**config.mk**
```make
export PLATFORM = sky130hd
export DESIGN_NAME = arxbsp_stage
export DESIGN_NICKNAME = d
export VERILOG_FILES = /design/src/rtl/arxbsp_pkg.sv /design/src/rtl/arxbsp_stage.sv
export SDC_FILE = /design/constraint.sdc
export NUM_CORES = 1
export LEC_CHECK = 0
export ABC_CLOCK_PERIOD_IN_PS = 800
export BUFFER_PORTS_ARGS = -buffer_cell sky130_fd_sc_hd__buf_2
export CORE_AREA = 2 2 395 397
export CTS_BUF_LIST = sky130_fd_sc_hd__clkbuf_8
export DETAILED_ROUTE_END_ITERATION = 16
export DIE_AREA = 0 0 397 399
export GPL_TIMING_DRIVEN = 0
export HOLD_SLACK_MARGIN = 0.02
export PLACE_DENSITY = 0.49
export SLEW_MARGIN = 15
export SYNTH_ARGS = -nofsm -noshare
export SYNTH_HDL_FRONTEND = slang
export SYNTH_SLANG_ARGS = --single-unit
```
**constraint.sdc**
```tcl
create_clock -name clk -period 0.8 [get_ports clk]
set_input_delay 0.04 -clock clk [delete_from_list [all_inputs] [get_ports clk]]
set_output_delay 0.04 -clock clk [all_outputs]
set_load 0.05 [all_outputs]
```
**src/rtl/arxbsp_pkg.sv**
```systemverilog
// Types, shuffle tables and round functions of the byte-shuffle permutation.
`default_nettype none

package arxbsp_pkg;

	localparam int NUM_ROUNDS_DEF = 16;
	localparam int NUM_ROUNDS_MAX = 32;

	localparam int SHUF_A [16] = '{0, 5, 10, 15, 4, 9, 14, 3, 8, 13, 2, 7, 12, 1, 6, 11};
	localparam int SHUF_B [16] = '{1, 2, 3, 0, 6, 7, 4, 5, 10, 11, 8, 9, 15, 12, 13, 14};
	localparam int SHUF_C [16] = '{2, 3, 0, 1, 6, 7, 4, 5, 10, 11, 8, 9, 14, 15, 12, 13};
	localparam int SHUF_D [16] = '{3, 0, 1, 2, 7, 4, 5, 6, 11, 8, 9, 10, 15, 12, 13, 14};

	typedef struct packed {
		logic [63:0] a_low;
		logic [63:0] a_high;
		logic [63:0] b_low;
		logic [63:0] b_high;
		logic [63:0] c_low;
		logic [63:0] c_high;
		logic [63:0] d_low;
		logic [63:0] d_high;
	} blk_t;

	typedef struct packed {
		logic [63:0] out_a_low;
		logic [63:0] out_a_high;
		logic [63:0] out_b_low;
		logic [63:0] out_b_high;
		logic [63:0] out_c_low;
		logic [63:0] out_c_high;
		logic [63:0] out_d_low;
		logic [63:0] out_d_high;
	} res_t;

	// Working state, each word with the high half in bits 127:64.
	typedef struct packed {
		logic [127:0] a;
		logic [127:0] b;
		logic [127:0] c;
		logic [127:0] d;
	} state_t;

	typedef struct packed {
		logic en;
		logic valid;
	} stg_ctl_t;

	// Result byte i takes source byte lst[15-i].
	function automatic logic [127:0] byte_perm(input logic [127:0] w, input int lst [16]);
		logic [127:0] r;
		r = '0;
		for (int i = 0; i < 16; i++) begin
			r[8*i +: 8] = w[8*lst[15-i] +: 8];
		end
		return r;
	endfunction

	function automatic state_t mix_step(input state_t s);
		state_t t;
		t = s;
		t.a = t.a ^ t.b;
		t.c = t.c ^ t.d;
		t.b = t.b ^ t.c;
		t.d = t.d ^ t.a ^ t.b;
		// add per 64-bit half, carries stay inside each half
		t.a[63:0]   = t.a[63:0] + t.b[63:0];
		t.a[127:64] = t.a[127:64] + t.b[127:64];
		return t;
	endfunction

endpackage

`default_nettype wire

```
**src/rtl/arxbsp_stage.sv**
```systemverilog
// One half-round pipeline stage: round constant (first half only), mix step plus byte permutes, then a register.
`default_nettype none

module arxbsp_stage #(
	parameter int ROUND = 0,
	parameter bit PHASE = 1'b0
) (
	input  wire logic              clk,
	input  wire logic              arst_n,
	input  wire arxbsp_pkg::stg_ctl_t ctl,
	input  wire arxbsp_pkg::state_t   state_in,
	output logic                   valid_out,
	output arxbsp_pkg::state_t     state_out
);
	import arxbsp_pkg::*;

	// Round constant is 1<<r in each 64-bit half, zero from round 32 on.
	localparam logic [63:0] RC = (ROUND < NUM_ROUNDS_MAX) ? (64'd1 << ROUND) : 64'd0;

	state_t nxt;
	state_t pre;

	// this stage's registers
	logic   valid_s1;
	state_t state_s1;

	always_comb begin
		pre = state_in;
		if (PHASE == 1'b0) begin
			pre.a = state_in.a ^ {RC, RC};
		end
		nxt = mix_step(pre);
		if (PHASE == 1'b0) begin
			nxt.a = byte_perm(nxt.a, SHUF_A);
		end else begin
			nxt.b = byte_perm(nxt.b, SHUF_B);
			nxt.c = byte_perm(nxt.c, SHUF_C);
			nxt.d = byte_perm(nxt.d, SHUF_D);
		end
	end

	always_ff @(posedge clk or negedge arst_n) begin
		if (!arst_n) begin
			valid_s1 <= 1'b0;
		end else if (ctl.en) begin
			valid_s1 <= ctl.valid;
		end
	end

	// load only real transactions, bubbles leave the data alone
	always_ff @(posedge clk) begin
		if (ctl.en && ctl.valid) begin
			state_s1 <= nxt;
		end
	end

	assign valid_out = valid_s1;
	assign state_out = state_s1;

endmodule

`default_nettype wire

```
# ---- Word level (Yosys, flattened, before mapping)
# Cells that the tools add are included.
dict set report totals {
  reg_bits 513
  inputBits 516
  out_inout_bits 513
  elab_cells 14
}
dict set report op_classes {
  add_sub_neg 2
  n_bitwise 6
  reduce_logical 1
}
# operator count
set op_table {}
lappend op_table {{XOR 128 bit} 5}
lappend op_table {{adder 64 bit} 2}
lappend op_table {{inverter 2 bit} 1}
lappend op_table {{logical AND 1 bit} 1}

# ---- Longest topological paths before layout
dict set report logic_depth {
  ltp_word 4
  mapped_depth 15
  depth_no_buf 14
}

# ---- Worst setup path after synthesis
# No wires, ideal clock.
dict set report synth_path {
  path_type {in2reg}
  startpoint {input ctl[0] in the netlist's numbering}
  endpoint {register state_s1, in the netlist state_out[0], enable pin}
  setup_ns 0.941
  t_arrival_ns 11.531
  required_ns -0.141
  setup_slack_ns -11.672
  stages 1
  n_path_buf 0
  path_cell_list {and2_1}
}
dict set report synth_between {
  elab_chain_cells 1
}
# item line
set synth_rtl {}
lappend synth_rtl {{start, declared} arxbsp_stage.sv:10} ;# input wire arxbsp_pkg::stg_ctl_t ctl,
lappend synth_rtl {{logical AND 1 bit} arxbsp_stage.sv:52} ;# if (ctl.en && ctl.valid) begin
lappend synth_rtl {{end signal, assigned} arxbsp_stage.sv:53} ;# state_s1 <= nxt;
lappend synth_rtl {{end, declared} arxbsp_stage.sv:25} ;# state_t state_s1;
# No other way between the ends.
# A chain may end at the register's enable or synchronous reset.

==> impl_metrics.py <==
metrics = {
    "outcome": {
        "outcome": "finished, violations left",
        "violations": "negative hold slack, negative setup slack",
    },
    "synth": {
        "yosys_warnings": 0,
        "syn_area_mm2": 0.0298,
        "synth_top_cell_area_share_pct": 51.7,
        "synth_seq_cells": 513,
        "netlist_instances": 2473,
        "syn-num-nets": 3085,
        "yosysSeqAreaShare_pct": 51.8,
        "avgSynthCellArea_um2": 12.0,
        "async_flop_share_pct": 0.195,
        "synth.area.top_cells": "edfxtp_1, xor2_1, xnor2_1, ha_1, a21oi_1",
        "synth_top_cell_by_area": "edfxtp_1",
        "yosysUniqueCellTypes": 91,
        "synth_edf_count": 512,
        "synth_top_flop_cell": "edfxtp_1",
    },
    "grt": {
        "antenna_found_initial": 23,
        "grt_pass1_vias": 28200,
        "grt_max_degree": 58,
        "gr-usage-all-layers_pct": 17.8,
        "grt-ovfl-total": 0,
        "grt_first_pass_wirelength_um": 201000,
    },
    "detailed_routing": {
        "final_antenna_net_count": 0,
        "first_iter_violations": 1525,
        "wl_per_cell_um": 23.4,
        "dr.pass1.iters": 5,
        "viasPerCell": 4.30,
        "wl_um": 151000,
        "drcViolationCount": 0,
        "num_vias": 27800,
    },
    "timing": {
        "final-setup-viol-count": 1218,
        "fin_ws_ns": -1.83,
        "fin_crit_sh_pct": 329,
        "hold_viol": 90,
        "tightest_slew_ns": 0.787,
        "timing.fmax_mhz": 380,
        "fin_worst_skew_ns": 0,
        "slew_headroom_pct": 47.2,
        "rsz0062_at_grt": "yes",
        "min_period_ns": 2.63,
        "fin_setup_tns_ns": -676.79,
        "drv_slew": 0,
        "fin_hold_ws_ns": -0.417,
    },
    "floorplan": {
        "die_h_um": 399,
        "die_w_um": 397,
        "coreArea_mm2": 0.154,
        "pin_count": 1029,
        "fp.dieArea_mm2": 0.158,
        "rows": 144,
        "start_util_pct": 19.4,
    },
    "worst_setup_path": {
        "start_kind": "input port",
        "critical_path_class": "input port to flip-flop",
        "worstPathMaxFanout": 7,
        "cp-end-kind": "flip-flop",
        "arrival_ns": 3.16,
        "cp_data_required_time_ns": 1.33,
    },
    "cts": {
        "cts_tree": "done",
        "clk_latency_ns": 0.79,
        "cts.path.max_buffers": 3,
        "clk_pin_slew_ns": 0.06,
        "clock_sinks": 513,
        "cts-root-buf": "clkbuf_8",
        "htree_levels": 3,
        "numCtsBuffers": 103,
    },
    "placed_design": {
        "hpwl_um": 115000,
        "place_ws_ns": -3.90,
        "port_buffers": 1011,
        "gp_congestion": 0.902,
        "placedCellCount": 5539,
    },
    "pwr": {
        "p_per_area_mw_per_mm2": 2250,
        "seq_power_share_pct": 30.2,
        "p_switching_mw": 47.0,
        "swShare_pct": 40.7,
        "ir_worst_vdd_mv": 1.48,
        "p_comb_share_pct": 45.4,
        "internal_power_mw": 68.4,
        "design_power_total_mw": 115,
        "p_leak_nw": 20.9,
        "pwr-share-clk_pct": 24.4,
    },
    "cells_and_area": {
        "finalNonFillerCells": 6476,
        "final_cell_mix": "buf_2, dlygate4sd3_1, edfxtp_1",
        "fin_util_pct": 33.4,
        "nFillCells": 15400,
        "area_delta_synth_final_pct": 72.3,
        "mostFrequentLayoutCell": "buf_2",
        "drive_above_1_share_pct": 41.8,
        "fin_nets": 4945,
    },
    "job": {
        "maxCapViolations": 0,
    },
    "hold_path": {
        "hold_path_class": "input port to flip-flop",
    },
}
==> metrics by stage <==
stage          hold WS, ns  instance area, um2
2_1_floorplan       -0.256               30400
3_3_place_gp        -0.183               38100
3_5_place_dp        -0.179               38400
4_1_cts             -0.569               49000
5_1_grt             -0.523               51200
6_report            -0.417               51300
==> flip-flops by register name, indices dropped and copies added (netlist names) <==
name,count
valid_out,1
state_out,512
==> area by class of cell <==
cell class / count / area (um2) / share of cell area [%]
Inverter: 60 / 225 / 0.439
Sequential cell: 513 / 15400 / 30.0
Clock buffer: 104 / 1430 / 2.79
Antenna cell: 17 / 42.5 / 0.0830
Clock inverter: 83 / 612 / 1.19
Buffer: 41 / 228 / 0.444
Timing Repair Buffer: 1762 / 13200 / 25.7
Tap cell: 2044 / 2560 / 4.99
Multi-Input combinational cell: 1852 / 17600 / 34.3
==> power groups by stage <==
stage,clock network (mW),logic (mW),registers [mW]
floorplan,0,16.2,45.5
global placement,0,40.0,35.5
detailed placement,0,40.1,35.3
CTS,29.4,49.3,34.8
global route,30.4,55.3,35.0
finish,28.2,52.4,34.8
==> logic make-up after synthesis <==
| kind of cell | after synthesis | synth area share, % |
|---|---|---|
| xor+xnor | 690 | 21.6 |
| simple gates | 555 | 9.39 |
| flops | 513 | 51.8 |
| compound gates | 478 | 10.7 |
| buf+inv | 109 | 1.41 |
| fa+ha+maj | 97 | 4.08 |
| mux | 31 | 1.06 |
==> cell usage after synthesis, types with 5 or more instances <==
cell and instances:
mux2i_1 27, o211ai_1 15, and3_1 9, a21boi_0 6, nand2b_1 45, o21ai_0 87
xor3_1 19, nor2b_1 25, xor2_2 8, or3_1 20, o21a_1 19, nor4_1 9
a21oi_1 129, nand3b_1 10, nand4_1 33, and2_1 28, clkbuf_1 46, a211oi_1 20
inv_1 60, o22ai_1 6, nor3_1 26, a21o_1 54, o21bai_1 25, a31o_2 6
edfxtp_1 512, ha_1 96, or2_2 16, o21ai_1 5, or4_1 5, nand3_1 44
xor2_1 507, a31oi_1 28, xnor2_1 152, nand2_1 150, o31ai_1 10, nor2_1 112
nor3b_1 9
==> worst max-delay path, cell delays in order <==
cell           delay [ns]
buf_2                0.14
xor2_4               0.25
nand2b_4             0.18
dlygate4sd3_1        0.57
and4_1               0.20
nand2_1              0.08
a2bb2oi_2            0.17
a21bo_2              0.28
a31oi_4              0.36
o211ai_1             0.12
buf_4                0.19
a21oi_4              0.25
nand4_1              0.13
o311a_1              0.16
==> what timing repair did <==
item / in CTS / in global routing
hold buffers: 500 / 27
pin swaps: 128 / 101
hold endpoints to repair: 518 / 243
setup buffers: 130 / 81
setup endpoints to repair: 903 / 1223
gates resized for setup: 445 / 229
cloned: 0 / 17
==> metal layers <==
metal | routed length, um | vias up | global-route usage, %
li1 | - | 12700 | -
met2 | 75700 | 1071 | 31.7
met1 | 58500 | 13800 | 20.1
met3 | 10500 | 262 | 4.65
met4 | 6700 | 12 | 7.31
met5 | 63 | - | 0
==> worst paths after layout <==
kind | startpoint | slack [ns] | depth (start not counted) | end
min in group asynchronous | arst_n | 0.68 | 4 | valid_out
hold reg to reg | valid_out | 0.52 | 1 | valid_out
max in group asynchronous | arst_n | 0.01 | 4 | valid_out
setup reg to reg | valid_out | 0.04 | 1 | valid_out
hold / removal | state_in[54] | -0.42 | 2 | state_out[182]
setup / recovery | state_in[141] | -1.83 | 14 | state_out[422]
(Power assumes the default switching activity.)
